==> src/design/lcdn_pkg.sv <==
// ----------------------------------------------------------------------------
// lcdn_pkg
// Shared types, codes and constants of the character LCD 4-bit write sequencer.
// ----------------------------------------------------------------------------
package lcdn_pkg;

    // widths of the channel fields
    localparam int CMD_W   = 3;
    localparam int BYTE_W  = 8;
    localparam int ROW_W   = 2;
    localparam int NIB_W   = 4;
    localparam int CFG_IDX_W = 8;
    localparam int CFG_DAT_W = 8;

    // request codes
    localparam logic [CMD_W-1:0] CMD_TICK   = 3'd0;
    localparam logic [CMD_W-1:0] CMD_BYTE   = 3'd1;
    localparam logic [CMD_W-1:0] CMD_DATA   = 3'd2;
    localparam logic [CMD_W-1:0] CMD_LOCATE = 3'd3;
    localparam logic [CMD_W-1:0] CMD_INIT   = 3'd4;
    localparam logic [CMD_W-1:0] CMD_CGRAM  = 3'd5;

    // configuration register indexes
    localparam logic [CFG_IDX_W-1:0] REG_ENABLE_TICKS = 8'd0;
    localparam logic [CFG_IDX_W-1:0] REG_SETTLE_TICKS = 8'd1;

    // configuration reset values
    localparam logic [CFG_DAT_W-1:0] ENABLE_TICKS_RST = 8'd1;
    localparam logic [CFG_DAT_W-1:0] SETTLE_TICKS_RST = 8'd5;

    // display addressing
    localparam logic [BYTE_W-1:0] DDRAM_ROW0  = 8'h80;
    localparam logic [BYTE_W-1:0] DDRAM_ROW1  = 8'hC0;
    localparam logic [BYTE_W-1:0] CGRAM_BASE  = 8'h40;
    localparam logic [ROW_W-1:0]  ROW_SECOND  = 2'd1;
    localparam logic [BYTE_W-1:0] CGRAM_SLOTS = 8'd8;

    // power-up command sequence
    localparam int INIT_LEN = 7;
    localparam int STEP_W   = 3;
    localparam logic [STEP_W-1:0] INIT_LAST = STEP_W'(INIT_LEN - 1);

    typedef enum logic [2:0] {
        PH_IDLE,
        PH_HI1,
        PH_GAP,
        PH_HI2,
        PH_SETTLE
    } phase_t;

    typedef struct packed {
        logic [CFG_DAT_W-1:0] enable_ticks;
        logic [CFG_DAT_W-1:0] settle_ticks;
    } cfg_t;

    typedef struct packed {
        logic             pin_rs;
        logic             pin_rw;
        logic             pin_en;
        logic [NIB_W-1:0] pin_data;
        logic             busy_res;
        logic             accepted;
    } rsp_t;

    function automatic logic [BYTE_W-1:0] init_byte(input logic [STEP_W-1:0] step);
        logic [BYTE_W-1:0] b;
        case (step)
            3'd0:    b = 8'h33;
            3'd1:    b = 8'h32;
            3'd2:    b = 8'h28;
            3'd3:    b = 8'h01;
            3'd4:    b = 8'h02;
            3'd5:    b = 8'h0C;
            3'd6:    b = 8'h06;
            default: b = 8'h06;
        endcase
        return b;
    endfunction

endpackage

==> src/design/lcdn_if.sv <==
// ----------------------------------------------------------------------------
// lcdn interfaces
// Request, response and configuration channels of the LCD write sequencer.
// ----------------------------------------------------------------------------
interface lcdn_req_if;
    logic                       valid;
    logic                       ready;
    logic [lcdn_pkg::CMD_W-1:0] cmd;
    logic [lcdn_pkg::BYTE_W-1:0] value;
    logic [lcdn_pkg::ROW_W-1:0] row;

    modport source (output valid, output cmd, output value, output row, input ready);
    modport sink   (input valid, input cmd, input value, input row, output ready);
endinterface

interface lcdn_rsp_if;
    logic                        valid;
    logic                        ready;
    logic                        pin_rs;
    logic                        pin_rw;
    logic                        pin_en;
    logic [lcdn_pkg::NIB_W-1:0]  pin_data;
    logic                        busy_res;
    logic                        accepted;

    modport source (output valid, output pin_rs, output pin_rw, output pin_en,
                    output pin_data, output busy_res, output accepted, input ready);
    modport sink   (input valid, input pin_rs, input pin_rw, input pin_en,
                    input pin_data, input busy_res, input accepted, output ready);
endinterface

interface lcdn_cfg_if;
    logic                            valid;
    logic                            ready;
    logic [lcdn_pkg::CFG_IDX_W-1:0]  index;
    logic [lcdn_pkg::CFG_DAT_W-1:0]  data;

    modport source (output valid, output index, output data, input ready);
    modport sink   (input valid, input index, input data, output ready);
endinterface

==> src/design/char_lcd_nibble_write_sequencer_unit.sv <==
// ----------------------------------------------------------------------------
// char_lcd_nibble_write_sequencer_unit
// Character LCD write sequencer for a 4-bit HD44780 style bus.
// ----------------------------------------------------------------------------
// Usage:
//   req : one word per bus tick; cmd selects tick, command byte, data byte,
//         locate, initialize or CGRAM slot select, with value and row.
//   rsp : one word per request word, carrying the LCD pins for that tick,
//         busy_res and accepted (set when the request started a byte).
//   cfg : register writes, index 0 enable_ticks, index 1 settle_ticks;
//         always ready, other indexes are dropped. Write only while idle.
// Output: the response word is registered and appears in the cycle after its request word.
// Throughput: one request word per cycle while req is ready; the state update
//   is a single pass of logic from the state registers to the result register.
// Reset: sequencer idle, no response pending, enable_ticks 1, settle_ticks 5.
// Stall: when rsp is not taken the result register holds its word and req
//   ready drops; a request is taken again in the cycle that rsp drains.
// ----------------------------------------------------------------------------
module char_lcd_nibble_write_sequencer_unit (
    input  logic         clk,
    input  logic         rst_n,
    lcdn_req_if.sink     req,
    lcdn_rsp_if.source   rsp,
    lcdn_cfg_if.sink     cfg
);
    import lcdn_pkg::*;

    cfg_t cfg_val;
    rsp_t core_rsp;
    rsp_t out_rsp;
    logic space;
    logic step;

    // configuration registers
    lcdn_cfg_regs u_cfg (
        .clk      (clk),
        .rst_n    (rst_n),
        .wr_valid (cfg.valid),
        .wr_index (cfg.index),
        .wr_data  (cfg.data),
        .wr_ready (cfg.ready),
        .cfg      (cfg_val)
    );

    // request accepted when the result register has room
    assign req.ready = space;
    assign step      = req.valid && space;

    lcdn_seq_core u_core (
        .clk   (clk),
        .rst_n (rst_n),
        .step  (step),
        .cmd   (req.cmd),
        .value (req.value),
        .row   (req.row),
        .cfg   (cfg_val),
        .rsp   (core_rsp)
    );

    lcdn_out_reg u_out (
        .clk     (clk),
        .rst_n   (rst_n),
        .load    (step),
        .rsp_in  (core_rsp),
        .take    (rsp.ready),
        .space   (space),
        .valid   (rsp.valid),
        .rsp_out (out_rsp)
    );

    // response pins
    assign rsp.pin_rs   = out_rsp.pin_rs;
    assign rsp.pin_rw   = out_rsp.pin_rw;
    assign rsp.pin_en   = out_rsp.pin_en;
    assign rsp.pin_data = out_rsp.pin_data;
    assign rsp.busy_res = out_rsp.busy_res;
    assign rsp.accepted = out_rsp.accepted;

endmodule

==> src/design/lcdn_cfg_regs.sv <==
// ----------------------------------------------------------------------------
// lcdn_cfg_regs
// Enable and settle tick registers, written through the configuration channel.
// ----------------------------------------------------------------------------
module lcdn_cfg_regs (
    input  logic                           clk,
    input  logic                           rst_n,
    input  logic                           wr_valid,
    input  logic [lcdn_pkg::CFG_IDX_W-1:0] wr_index,
    input  logic [lcdn_pkg::CFG_DAT_W-1:0] wr_data,
    output logic                           wr_ready,
    output lcdn_pkg::cfg_t                 cfg
);
    import lcdn_pkg::*;

    cfg_t cfg_reg;

    // writes are always taken
    assign wr_ready = 1'b1;

    // register file, unknown indexes ignored
    always_ff @(posedge clk or negedge rst_n)
    begin
        if (!rst_n)
        begin
            cfg_reg.enable_ticks <= ENABLE_TICKS_RST;
            cfg_reg.settle_ticks <= SETTLE_TICKS_RST;
        end
        else if (wr_valid)
        begin
            if (wr_index == REG_ENABLE_TICKS)
                cfg_reg.enable_ticks <= wr_data;
            if (wr_index == REG_SETTLE_TICKS)
                cfg_reg.settle_ticks <= wr_data;
        end
    end

    assign cfg = cfg_reg;

endmodule

==> src/design/lcdn_seq_core.sv <==
// ----------------------------------------------------------------------------
// lcdn_seq_core
// Byte sequencer: request decode, nibble phases, init sequence, pin values.
// ----------------------------------------------------------------------------
module lcdn_seq_core (
    input  logic                            clk,
    input  logic                            rst_n,
    input  logic                            step,
    input  logic [lcdn_pkg::CMD_W-1:0]      cmd,
    input  logic [lcdn_pkg::BYTE_W-1:0]     value,
    input  logic [lcdn_pkg::ROW_W-1:0]      row,
    input  lcdn_pkg::cfg_t                  cfg,
    output lcdn_pkg::rsp_t                  rsp
);
    import lcdn_pkg::*;

    phase_t              phase_reg,  phase_next;
    logic [BYTE_W-1:0]   timer_reg,  timer_next;
    logic [BYTE_W-1:0]   byte_reg,   byte_next;
    logic                sel_reg,    sel_next;
    logic [STEP_W-1:0]   istep_reg,  istep_next;
    logic                iact_reg,   iact_next;

    logic [BYTE_W-1:0]   en_len;

    // zero enable length counts as one tick
    assign en_len = (cfg.enable_ticks == '0) ? BYTE_W'(1) : cfg.enable_ticks;

    // state registers, advanced once per word
    always_ff @(posedge clk or negedge rst_n)
    begin
        if (!rst_n)
        begin
            phase_reg <= PH_IDLE;
            timer_reg <= '0;
            byte_reg  <= '0;
            sel_reg   <= 1'b0;
            istep_reg <= '0;
            iact_reg  <= 1'b0;
        end
        else if (step)
        begin
            phase_reg <= phase_next;
            timer_reg <= timer_next;
            byte_reg  <= byte_next;
            sel_reg   <= sel_next;
            istep_reg <= istep_next;
            iact_reg  <= iact_next;
        end
    end

    // next state and pin values
    always_comb
    begin
        phase_t            ph;
        logic [BYTE_W-1:0] tmr;
        logic [BYTE_W-1:0] tmr_dec;
        logic              finish;
        logic [STEP_W-1:0] st_inc;

        ph         = phase_reg;
        tmr        = timer_reg;
        byte_next  = byte_reg;
        sel_next   = sel_reg;
        istep_next = istep_reg;
        iact_next  = iact_reg;
        rsp        = '0;
        finish     = 1'b0;

        // request decode while idle
        if (phase_reg == PH_IDLE)
        begin
            case (cmd)
                CMD_BYTE:
                begin
                    byte_next = value;
                    sel_next  = 1'b0;
                    rsp.accepted = 1'b1;
                end
                CMD_DATA:
                begin
                    byte_next = value;
                    sel_next  = 1'b1;
                    rsp.accepted = 1'b1;
                end
                CMD_LOCATE:
                begin
                    byte_next = ((row == ROW_SECOND) ? DDRAM_ROW1 : DDRAM_ROW0) + value;
                    sel_next  = 1'b0;
                    rsp.accepted = 1'b1;
                end
                CMD_INIT:
                begin
                    iact_next  = 1'b1;
                    istep_next = '0;
                    byte_next  = init_byte('0);
                    sel_next   = 1'b0;
                    rsp.accepted = 1'b1;
                end
                CMD_CGRAM:
                begin
                    if (value < CGRAM_SLOTS)
                    begin
                        byte_next = CGRAM_BASE + {value[4:0], 3'b000};
                        sel_next  = 1'b0;
                        rsp.accepted = 1'b1;
                    end
                end
                default:
                begin
                end
            endcase
            if (rsp.accepted)
            begin
                ph  = PH_HI1;
                tmr = en_len;
            end
        end

        phase_next = ph;
        timer_next = tmr;
        tmr_dec    = tmr - BYTE_W'(1);
        st_inc     = istep_next + STEP_W'(1);

        // pins for this tick and phase advance
        if (ph != PH_IDLE)
        begin
            rsp.busy_res = 1'b1;
            rsp.pin_rs   = sel_next;
            rsp.pin_en   = (ph == PH_HI1) || (ph == PH_HI2);
            rsp.pin_data = (ph == PH_HI1) ? byte_next[7:4] : byte_next[3:0];
            case (ph)
                PH_HI1:
                begin
                    timer_next = tmr_dec;
                    if (tmr_dec == '0)
                        phase_next = PH_GAP;
                end
                PH_GAP:
                begin
                    phase_next = PH_HI2;
                    timer_next = en_len;
                end
                PH_HI2:
                begin
                    timer_next = tmr_dec;
                    if (tmr_dec == '0)
                    begin
                        if (cfg.settle_ticks != '0)
                        begin
                            phase_next = PH_SETTLE;
                            timer_next = cfg.settle_ticks;
                        end
                        else
                            finish = 1'b1;
                    end
                end
                default:
                begin
                    timer_next = tmr_dec;
                    if (tmr_dec == '0)
                        finish = 1'b1;
                end
            endcase
        end

        // end of byte: next init command or back to idle
        if (finish)
        begin
            if (iact_next && (istep_next < INIT_LAST))
            begin
                istep_next = st_inc;
                byte_next  = init_byte(st_inc);
                sel_next   = 1'b0;
                phase_next = PH_HI1;
                timer_next = en_len;
            end
            else
            begin
                iact_next  = 1'b0;
                istep_next = '0;
                phase_next = PH_IDLE;
                timer_next = '0;
            end
        end
    end

`ifndef SYNTHESIS
    a_idle_timer_clear: assert property (@(posedge clk) disable iff (!rst_n)
        (phase_reg == PH_IDLE) |-> (timer_reg == '0))
        else $error("timer not cleared in idle");
    a_init_busy: assert property (@(posedge clk) disable iff (!rst_n)
        iact_reg |-> (phase_reg != PH_IDLE))
        else $error("init sequence active while idle");
    a_init_cmd_select: assert property (@(posedge clk) disable iff (!rst_n)
        iact_reg |-> (!sel_reg && (istep_reg <= INIT_LAST)))
        else $error("init sequence state out of range");
    a_accept_busy: assert property (@(posedge clk) disable iff (!rst_n)
        rsp.accepted |-> (rsp.busy_res && rsp.pin_en && (phase_reg == PH_IDLE)))
        else $error("accepted request not driving first enable tick");
`endif

endmodule

==> src/design/lcdn_out_reg.sv <==
// ----------------------------------------------------------------------------
// lcdn_out_reg
// Result register between the sequencer and the response channel.
// ----------------------------------------------------------------------------
module lcdn_out_reg (
    input  logic           clk,
    input  logic           rst_n,
    input  logic           load,
    input  lcdn_pkg::rsp_t rsp_in,
    input  logic           take,
    output logic           space,
    output logic           valid,
    output lcdn_pkg::rsp_t rsp_out
);
    import lcdn_pkg::*;

    logic valid_reg;
    rsp_t data_reg;

    // free when empty or being drained this cycle
    assign space = !valid_reg || take;

    // valid flag
    always_ff @(posedge clk or negedge rst_n)
    begin
        if (!rst_n)
            valid_reg <= 1'b0;
        else if (load)
            valid_reg <= 1'b1;
        else if (take)
            valid_reg <= 1'b0;
    end

    // result word
    always_ff @(posedge clk)
    begin
        if (load)
            data_reg <= rsp_in;
    end

    assign valid   = valid_reg;
    assign rsp_out = data_reg;

endmodule
==> src/flat_wrapper.sv <==
// flat-port wrapper written by rule: the top's interface ports become plain ports
module char_lcd_nibble_write_sequencer_unit_flat import lcdn_pkg::*;
  (clk, rst_n, req_valid, req_cmd, req_value, req_row, req_ready, rsp_valid, rsp_pin_rs, rsp_pin_rw, rsp_pin_en, rsp_pin_data, rsp_busy_res, rsp_accepted, rsp_ready, cfg_valid, cfg_index, cfg_data, cfg_ready);
  lcdn_req_if req_i ();
  lcdn_rsp_if rsp_i ();
  lcdn_cfg_if cfg_i ();
  input  logic clk;
  input  logic rst_n;
  input wire logic [$bits(req_i.valid)-1:0] req_valid;
  input wire logic [$bits(req_i.cmd)-1:0] req_cmd;
  input wire logic [$bits(req_i.value)-1:0] req_value;
  input wire logic [$bits(req_i.row)-1:0] req_row;
  output wire logic [$bits(req_i.ready)-1:0] req_ready;
  output wire logic [$bits(rsp_i.valid)-1:0] rsp_valid;
  output wire logic [$bits(rsp_i.pin_rs)-1:0] rsp_pin_rs;
  output wire logic [$bits(rsp_i.pin_rw)-1:0] rsp_pin_rw;
  output wire logic [$bits(rsp_i.pin_en)-1:0] rsp_pin_en;
  output wire logic [$bits(rsp_i.pin_data)-1:0] rsp_pin_data;
  output wire logic [$bits(rsp_i.busy_res)-1:0] rsp_busy_res;
  output wire logic [$bits(rsp_i.accepted)-1:0] rsp_accepted;
  input wire logic [$bits(rsp_i.ready)-1:0] rsp_ready;
  input wire logic [$bits(cfg_i.valid)-1:0] cfg_valid;
  input wire logic [$bits(cfg_i.index)-1:0] cfg_index;
  input wire logic [$bits(cfg_i.data)-1:0] cfg_data;
  output wire logic [$bits(cfg_i.ready)-1:0] cfg_ready;
  assign req_i.valid = req_valid;
  assign req_i.cmd = req_cmd;
  assign req_i.value = req_value;
  assign req_i.row = req_row;
  assign req_ready = req_i.ready;
  assign rsp_valid = rsp_i.valid;
  assign rsp_pin_rs = rsp_i.pin_rs;
  assign rsp_pin_rw = rsp_i.pin_rw;
  assign rsp_pin_en = rsp_i.pin_en;
  assign rsp_pin_data = rsp_i.pin_data;
  assign rsp_busy_res = rsp_i.busy_res;
  assign rsp_accepted = rsp_i.accepted;
  assign rsp_i.ready = rsp_ready;
  assign cfg_i.valid = cfg_valid;
  assign cfg_i.index = cfg_index;
  assign cfg_i.data = cfg_data;
  assign cfg_ready = cfg_i.ready;
  char_lcd_nibble_write_sequencer_unit u_core (.clk(clk), .rst_n(rst_n), .req(req_i), .rsp(rsp_i), .cfg(cfg_i));
endmodule
==> config.mk <==
export PLATFORM = sky130hd
export DESIGN_NAME = char_lcd_nibble_write_sequencer_unit_flat
export DESIGN_NICKNAME = d
export VERILOG_FILES = /design/src/design/lcdn_pkg.sv /design/src/design/lcdn_if.sv /design/src/design/char_lcd_nibble_write_sequencer_unit.sv /design/src/design/lcdn_cfg_regs.sv /design/src/design/lcdn_seq_core.sv /design/src/design/lcdn_out_reg.sv /design/src/flat_wrapper.sv
export SDC_FILE = /design/constraint.sdc
export NUM_CORES = 1
export LEC_CHECK = 0
export BUFFER_PORTS_ARGS = -buffer_cell sky130_fd_sc_hd__buf_2
export CAP_MARGIN = 15
export CORE_MARGIN = 2
export CORE_UTILIZATION = 35
export DETAILED_ROUTE_END_ITERATION = 16
export PLACE_DENSITY = 0.53
export SLEW_MARGIN = 20
export SYNTH_ARGS = -nofsm -noshare
export SYNTH_HDL_FRONTEND = slang
export SYNTH_SLANG_ARGS = --single-unit
==> constraint.sdc <==
create_clock -name clk -period 4.9 [get_ports clk]
set_input_delay 0.49 -clock clk [delete_from_list [all_inputs] [get_ports clk]]
set_output_delay 0.49 -clock clk [all_outputs]
set_load 0.1 [all_outputs]
==> run summary, run 1 <==
========================================================================================
# fillers                                                                            994
Total half-perimeter wirelength after legalization and detailed placement        6960 µm
GRT overflow                                                                           0
Overall die area                                                              10,700 µm²
Worst hold slack after final layout                                             0.319 ns
Y dimension of the die                                                            103 µm
Via count normalized by instance count                                              5.60
Syn Nets                                                                             441
Post-CTS Hold Fix Bufs                                                                 0
Instance count of the mapped netlist                                                 399
Total power divided by cell area                                              383 nW/µm²
Int Pwr                                                                         0.880 mW
XOR/XNOR Fraction of Synth Area                                                   0.0178
Power share of the combinational group                                             0.410
Clock buffer count from CTS                                                            5
Slew Limit Headroom                                                                0.367
Count of flip-flops with a built-in enable after synthesis                             8
Die span in x                                                                     103 µm
Post-synth cell types                                                                 67
Antenna violations before repair                                                       0
Wirelength per Cell                                                              16.5 µm
Total negative setup slack                                                          0 ns
Hold Violations, Final                                                                 0
Cell Rows                                                                             36
Clock share of power                                                               0.197
Bufs on Longest Clock Path                                                             2
Final weighted congestion in routability-driven placement                          0.892
Library cell occupying the most area in the post-synthesis netlist          sky130_fd_sc_hd__dfrtp_1
Post-synth top area share                                                          0.276
Total of warnings raised by yosys                                                      0
Fraction of registers with async set or reset after synthesis                      0.837
H-tree Lvls                                                                            2
Clock transition at path regs                                                    0.10 ns
CTS root buf                                                                sky130_fd_sc_hd__clkbuf_8
Largest register FFs                                                                  16
Unrepaired setup endpoints after global routing                                    false
Post-synthesis register bit count                                                     49
Ratio of cells with drive above 1 in the final layout                              0.213
Capturing element type of the critical path                                         flop
Hold Crit Class                                                                 in2async
Largest net degree at the start of global routing                                     42
CP arrival                                                                       4.50 ns
Peak Freq                                                                        233 MHz
Top-count cell post-synth                                                   sky130_fd_sc_hd__nand2_1
Setup clock skew after layout                                                  0.0162 ns
Leakage dissipation                                                              1.69 nW
Sequential fraction of the synthesis area                                          0.369
GRT Overall Usage                                                                  0.181
Via Count                                                                          3,166
Count of buffers from port buffering                                                  43
Count of final setup violators                                                         0
Critical path peak fanout                                                             12
Worst path required time                                                         5.11 ns
Synth cell count leaders                                                    45 x sky130_fd_sc_hd__nand2_1, 38 x sky130_fd_sc_hd__dfrtp_1, 36 x sky130_fd_sc_hd__nor2_1
Drt initial violations                                                               178
Floorplan Core Area                                                             9680 µm²
Most common flop cell mapped by yosys                                       sky130_fd_sc_hd__dfrtp_1
Proportion of total power due to net switching                                     0.408
Mapped cell area                                                                3450 µm²
Number of diodes                                                                       0
Fin crit period                                                                  4.29 ns
Setup Buffers After CTS                                                                0
Largest cells by area after synthesis                                       sky130_fd_sc_hd__dfrtp_1 28%, sky130_fd_sc_hd__edfxtp_1 7.0%, sky130_fd_sc_hd__mux2_2 5.6%, sky130_fd_sc_hd__nand2_1 4.9%, sky130_fd_sc_hd__nor2_1 3.9%
Clock latency on the worst-skew pair                                             0.31 ns
Number of max-slew violations in the final report                                      0
Simple-gate share of the synthesized area                                          0.211
Total routed wirelength                                                          9300 µm
# Max-Cap Violations                                                                   0
Number of global-route vias before repair                                          2,972
Initial Util                                                                       0.356
Number of sinks driven by the clock tree                                              49
Period utilisation layout                                                          0.876
Final net count                                                                      473
Global-route wire length before repair                                         15,100 µm
Worst Max-Slew Pin Slew                                                         0.950 ns
Largest family of logic cells by synthesized area                           compound AO/OA/AOI/OAI gates
Sw Pwr                                                                          0.607 mW
Total iterations of the first detailed-routing run                                     4
Number of primary I/O pins                                                            46
Run status                                                                     completed
Proportion of synthesized area in mux cells                                       0.0799
Peak supply drop                                                              0.000149 V
Path type of the worst setup path                                                 in2reg
Count of nets left with antenna violations after detail routing                        0
Power share of the sequential group                                                0.394
Avg Synthesized Cell Area                                                       8.64 µm²
Critical Path Start Type                                                    primary input
CTS tree                                                                            done
Number of instances resized during post-cts repair                                     0
DR DRC count                                                                           0
Post-synthesis adder-cell area fraction                                           0.0290
Compound-Gate Fraction of Synth Area                                               0.244
Area added between synthesis and finish                                            12.8%
========================================================================================
==> worst paths after layout <==
path                            cells past startpoint                          to                  startpoint  slack (ns)
worst max-delay path                               14  u_core.u_core.timer_reg[0]                req_value[6]        0.61
worst min-delay path                                1  u_core.u_core.timer_reg[4]                       rst_n        0.32
worst max register to register                     14  u_core.u_core.timer_reg[0]  u_core.u_core.phase_reg[1]        0.67
worst min register to register                      2   u_core.u_core.byte_reg[7]   u_core.u_core.byte_reg[7]        0.49
max in group asynchronous                           1  u_core.u_core.phase_reg[1]                       rst_n        3.98
min in group clk                                    2          u_core.u_out.valid                   req_valid        0.40
==> worst max-delay path, stage by stage <==
cell and delay, ns:
sky130_fd_sc_hd__buf_2 0.12, sky130_fd_sc_hd__or4_4 0.58, sky130_fd_sc_hd__o211ai_4 0.26, sky130_fd_sc_hd__nand2_4 0.10
sky130_fd_sc_hd__a21oi_1 0.33, sky130_fd_sc_hd__ha_1 0.37, sky130_fd_sc_hd__nor3b_1 0.37, sky130_fd_sc_hd__nand3_1 0.12
sky130_fd_sc_hd__a311oi_1 0.28, sky130_fd_sc_hd__a22o_1 0.18, sky130_fd_sc_hd__o2111ai_2 0.35, sky130_fd_sc_hd__o31a_1 0.43
sky130_fd_sc_hd__a221o_1 0.29, sky130_fd_sc_hd__a31o_2 0.22
==> cells by family (layout without fill, tap and decap cells) <==
kind of cell,Yosys count,in the layout
buffers and inverters,39,72
muxes,25,25
and+or+nand+nor,150,150
other,2,2
AOI/OAI and AO/OA,119,119
DFF,49,49
xor gates and xnor gates,7,7
adders and majority gates,8,8
==> through the flow <==
stage	instances	utilization	setup slack, ns	instance area, µm²	total power [mW]
6_report	565	0.401	0.607	3890	1.49
3_5_place_dp	557	0.390	0.369	3770	1.20
2_1_floorplan	399	-	0.446	3450	1.05
4_1_cts	565	0.401	0.704	3890	1.49
5_1_grt	565	0.401	0.415	3890	1.60
3_3_place_gp	557	0.390	0.493	3770	1.20
==> layer usage <==
layer,vias up,global-route usage,share of wire
met5,-,0,0
met4,0,0.0354,0.0073
met3,8,0.0349,0.060
met2,95,0.299,0.47
met1,1517,0.250,0.46
li1,1546,-,-
==> cells in the final DEF (no fill, tap or decap), types with 3 or more instances in the layout <==
cell / n
sky130_fd_sc_hd__a31oi_1: 6
sky130_fd_sc_hd__nor2_1: 36
sky130_fd_sc_hd__or2_2: 4
sky130_fd_sc_hd__nand2b_1: 9
sky130_fd_sc_hd__mux2_2: 17
sky130_fd_sc_hd__nand2_1: 45
sky130_fd_sc_hd__buf_4: 7
sky130_fd_sc_hd__a32oi_1: 5
sky130_fd_sc_hd__a21oi_1: 22
sky130_fd_sc_hd__inv_1: 13
sky130_fd_sc_hd__a22o_1: 4
sky130_fd_sc_hd__edfxtp_1: 8
sky130_fd_sc_hd__o21ai_0: 22
sky130_fd_sc_hd__buf_2: 43
sky130_fd_sc_hd__a221oi_1: 3
sky130_fd_sc_hd__a211oi_1: 6
sky130_fd_sc_hd__mux2i_1: 7
sky130_fd_sc_hd__ha_1: 8
sky130_fd_sc_hd__o31ai_1: 8
sky130_fd_sc_hd__clkbuf_8: 6
sky130_fd_sc_hd__o211ai_1: 9
sky130_fd_sc_hd__a22oi_1: 4
sky130_fd_sc_hd__nor3_1: 17
sky130_fd_sc_hd__dfrtp_1: 38
sky130_fd_sc_hd__nand3_1: 13
sky130_fd_sc_hd__nor4_1: 5
sky130_fd_sc_hd__o22ai_1: 4
sky130_fd_sc_hd__xor2_1: 6
sky130_fd_sc_hd__a221o_1: 5
sky130_fd_sc_hd__nand3b_1: 3
sky130_fd_sc_hd__dfstp_2: 3
sky130_fd_sc_hd__and2_1: 3
==> layout make-up <==
| cell class | count | area [µm²] | share of cell area |
|---|---|---|---|
| timing repair buffer | 50 | 268 | 0.0689 |
| inverter | 14 | 52.6 | 0.0135 |
| clock buffer | 7 | 108 | 0.0277 |
| tap | 133 | 166 | 0.0428 |
| sequential | 49 | 1270 | 0.327 |
| clock inverter | 1 | 7.51 | 0.00193 |
| multi-input combinational | 311 | 2020 | 0.519 |
==> power groups by stage <==
stage	Sequential (mW)	Combinational (mW)	Clock, mW
floorplan	0.617	0.433	0
detailed placement	0.592	0.606	0
global route	0.599	0.682	0.318
finish	0.585	0.610	0.292
global placement	0.591	0.604	0
CTS	0.584	0.608	0.301
Power figures use the tool's default switching activity.
==> run 2, diff against run 1 <==
Settings changed: BUFFER_PORTS_ARGS -buffer_cell sky130_fd_sc_hd__buf_2 to not set, DONT_BUFFER_PORTS set to 1, PLACE_DENSITY 0.53 to 0.49.
==> run 2 against run 1 <==
Flip-flop and latch count unchanged. Core utilization down 2.1 points. Worst setup slack better by 0.14 ns. Cell count down 7.3%. Total power down 3.1%. Clock power down 9.2%. Register-to-register slack better by 0.08 ns. Routed wire length up 3.4%. First-iteration DRC count up 5.1%. Highest routed layer unchanged. Combinational power down 15%. Die area unchanged. Sequential share of layout area up 1.8 points.
==> run summary, run 2 (same netlist as run 1, synthesis figures left out) <==
========================================================================================
Clock transition at path regs                                                    0.10 ns   about the same
Ratio of cells with drive above 1 in the final layout                              0.128   -0.0851
Clock buffer count from CTS                                                            5   unchanged
Critical path peak fanout                                                             16   +4
Overall die area                                                              10,700 µm²   unchanged
Bufs on Longest Clock Path                                                             2   unchanged
Peak supply drop                                                              0.000144 V   -3.5%
Total length of routed met3 wires                                                 528 µm   -4.9%
Number of diodes                                                                       0   unchanged
Largest register FFs                                                                  16   unchanged
Total iterations of the first detailed-routing run                                     5   +1
CTS root buf                                                                sky130_fd_sc_hd__clkbuf_8
Met2 WL                                                                          4580 µm   +5.0%
Wirelength per Cell                                                              18.4 µm   +12%
Leakage dissipation                                                              1.53 nW   -9.4%
Highest-delay cell along the critical path                                  sky130_fd_sc_hd__dfrtp_1
DR DRC count                                                                           0   unchanged
Count of final setup violators                                                         0   unchanged
Sw Pwr                                                                          0.600 mW   -1.2%
Register-to-Register Path Depth                                                       15   +1
CTS tree                                                                            done
Number of instances resized during post-cts repair                                     0   unchanged
Antenna violations before repair                                                       0   unchanged
Final net count                                                                      432   -8.7%
Slew Limit Headroom                                                                0.396   +0.0293
Clock share of power                                                               0.184   -0.013
Fin crit period                                                                  4.15 ns   -0.145 ns
Cell Rows                                                                             36   unchanged
Via Count                                                                          3,036   -4.1%
Run status                                                                     completed
Count of buffers from port buffering                                                   0   -100%
Top layer reached by signal wires                                                   met4
Clock latency on the worst-skew pair                                             0.30 ns   about the same
Worst path required time                                                         5.10 ns   about the same
Global-route wire length before repair                                         15,400 µm   +2.1%
Int Pwr                                                                         0.841 mW   -4.5%
Period utilisation layout                                                          0.847   -0.0295
Largest net degree at the start of global routing                                     39   -7.1%
Worst Max-Slew Pin Slew                                                         0.908 ns   -0.0421 ns
Proportion of total power due to net switching                                     0.417   +0.00819
Count of nets left with antenna violations after detail routing                        0   unchanged
Number of max-slew violations in the final report                                      0   unchanged
Total negative setup slack                                                          0 ns   unchanged
Power share of the combinational group                                             0.359   -0.051
Hold Violations, Final                                                                 0   unchanged
Drt initial violations                                                               187   +5.1%
Die span in x                                                                     103 µm   unchanged
Setup clock skew after layout                                                 0.00583 ns   -0.0104 ns
Metal-1 WL                                                                       4400 µm   +2.1%
Hold Crit Class                                                                 in2async
GRT overflow                                                                           0   unchanged
Utilization after layout                                                           0.381   -0.0207
Peak Freq                                                                        241 MHz   +3.5%
Total half-perimeter wirelength after legalization and detailed placement        7000 µm   +0.63%
Total number of cells along the worst setup path                                      15   +1
Path type of the worst setup path                                                reg2reg
Total power divided by cell area                                              391 nW/µm²   +2.1%
Y dimension of the die                                                            103 µm   unchanged
Via count normalized by instance count                                              5.79   +3.4%
Critical Path, Cell by Cell                                                 nor3_2 -> buf_4 -> o211a_1 -> nand2_4 -> a21oi_1 -> ha_1 -> nor3b_1 -> nand3_1 -> a311oi_1 -> a22o_1 -> o2111ai_2 -> nor3_2 -> buf_4 -> nor3_1 -> a221o_1
Area added between synthesis and finish                                            7.01%
Number of buffers and inverters on the critical path                                   2   +1
CP arrival                                                                       4.35 ns   -0.15 ns
# fillers                                                                          1,005   +1.1%
Critical Path Start Type                                                            flop
Power share of the sequential group                                                0.457   +0.063
Most frequent standard cell in the layout excluding fill and tap cells      sky130_fd_sc_hd__nand2_1
Number of primary I/O pins                                                            46   unchanged
Number of sinks driven by the clock tree                                              49   unchanged
Final weighted congestion in routability-driven placement                          0.850   -4.6%
Floorplan Core Area                                                             9680 µm²   unchanged
GRT Overall Usage                                                                  0.189   +0.00763
Gate family responsible for the most delay along the worst path             compound AO/OA/AOI/OAI gates
Number of global-route vias before repair                                          2,959   -0.44%
Total chip power                                                                 1.44 mW   -3.1%
H-tree Lvls                                                                            2   unchanged
Capturing element type of the critical path                                         flop
Top library cells by usage in the layout, fill and taps aside               45 x sky130_fd_sc_hd__nand2_1, 38 x sky130_fd_sc_hd__dfrtp_1, 36 x sky130_fd_sc_hd__nor2_1, 22 x sky130_fd_sc_hd__a21oi_1, 22 x sky130_fd_sc_hd__o21ai_0
# Max-Cap Violations                                                                   0   unchanged
Initial Util                                                                       0.356   unchanged
Critical path's largest stage delay                                              0.46 ns   -0.12 ns
Unrepaired setup endpoints after global routing                                    false
Total routed wirelength                                                          9620 µm   +3.4%
========================================================================================
[run 2: changes by cell type in the layout (fill, tap and decap cells not counted)]
cell                            before  now
sky130_fd_sc_hd__buf_12              0    1
sky130_fd_sc_hd__buf_2              43    0
sky130_fd_sc_hd__clkbuf_16           1    0
sky130_fd_sc_hd__clkinv_4            0    1
sky130_fd_sc_hd__clkinvlp_4          1    0
sky130_fd_sc_hd__dlygate4sd3_1       0    1
sky130_fd_sc_hd__inv_6               0    1
[run 2: layer usage]
metal	vias up	global-route usage
li1	1463	-
met1	1471	0.261
met2	88	0.313
met3	14	0.0296
met4	0	0.0425
met5	-	0
[run 2: power by group through the flow]
stage / Clock [mW] / Combinational, mW / Sequential (mW)
2_1_floorplan: 0 / 0.433 / 0.617
3_3_place_gp: 0 / 0.502 / 0.663
3_5_place_dp: 0 / 0.503 / 0.664
4_1_cts: 0.276 / 0.514 / 0.656
5_1_grt: 0.293 / 0.584 / 0.669
6_report: 0.265 / 0.517 / 0.658
[run 2: final timing paths]
kind | slack [ns] | start | to
setup / recovery | 0.75 | u_core.u_core.phase_reg[1] | u_core.u_core.byte_reg[0]
hold reg to reg | 0.49 | u_core.u_core.byte_reg[7] | u_core.u_core.byte_reg[7]
min in group clk | 0.30 | req_valid | u_core.u_out.valid
setup reg to reg | 0.75 | u_core.u_core.phase_reg[1] | u_core.u_core.byte_reg[0]
max in group asynchronous | 4.19 | rst_n | u_core.u_cfg.cfg[2]
hold / removal | 0.02 | rst_n | u_core.u_core.byte_reg[6]
[run 2: what timing repair did]
action / in CTS / in global routing
buffers inserted: 0 / 0
endpoints found under the hold margin: 38 / 3
hold buffers: 1 / 1
[run 2: cell type report]
cell class	instances	area, µm²	share of cell area
clock buffers	6	82.6	0.0224
inverters	14	52.6	0.0143
clock inverters	2	17.5	0.00475
repair buffers	9	82.6	0.0224
multi-input cells	311	2020	0.547
well taps	133	166	0.0451
flip-flops and latches	49	1270	0.344
[run 2: through the flow]
stage | worst slack (ns) | area (µm²) | instances | hold WS, ns
finish | 0.752 | 3690 | 524 | 0.0205
floorplan | 0.446 | 3450 | 399 | 0.194
global route | 0.398 | 3690 | 524 | 0.0155
detailed placement | 0.531 | 3560 | 514 | 0.196
CTS | 0.754 | 3680 | 523 | 0.00630
global placement | 0.570 | 3560 | 514 | 0.196
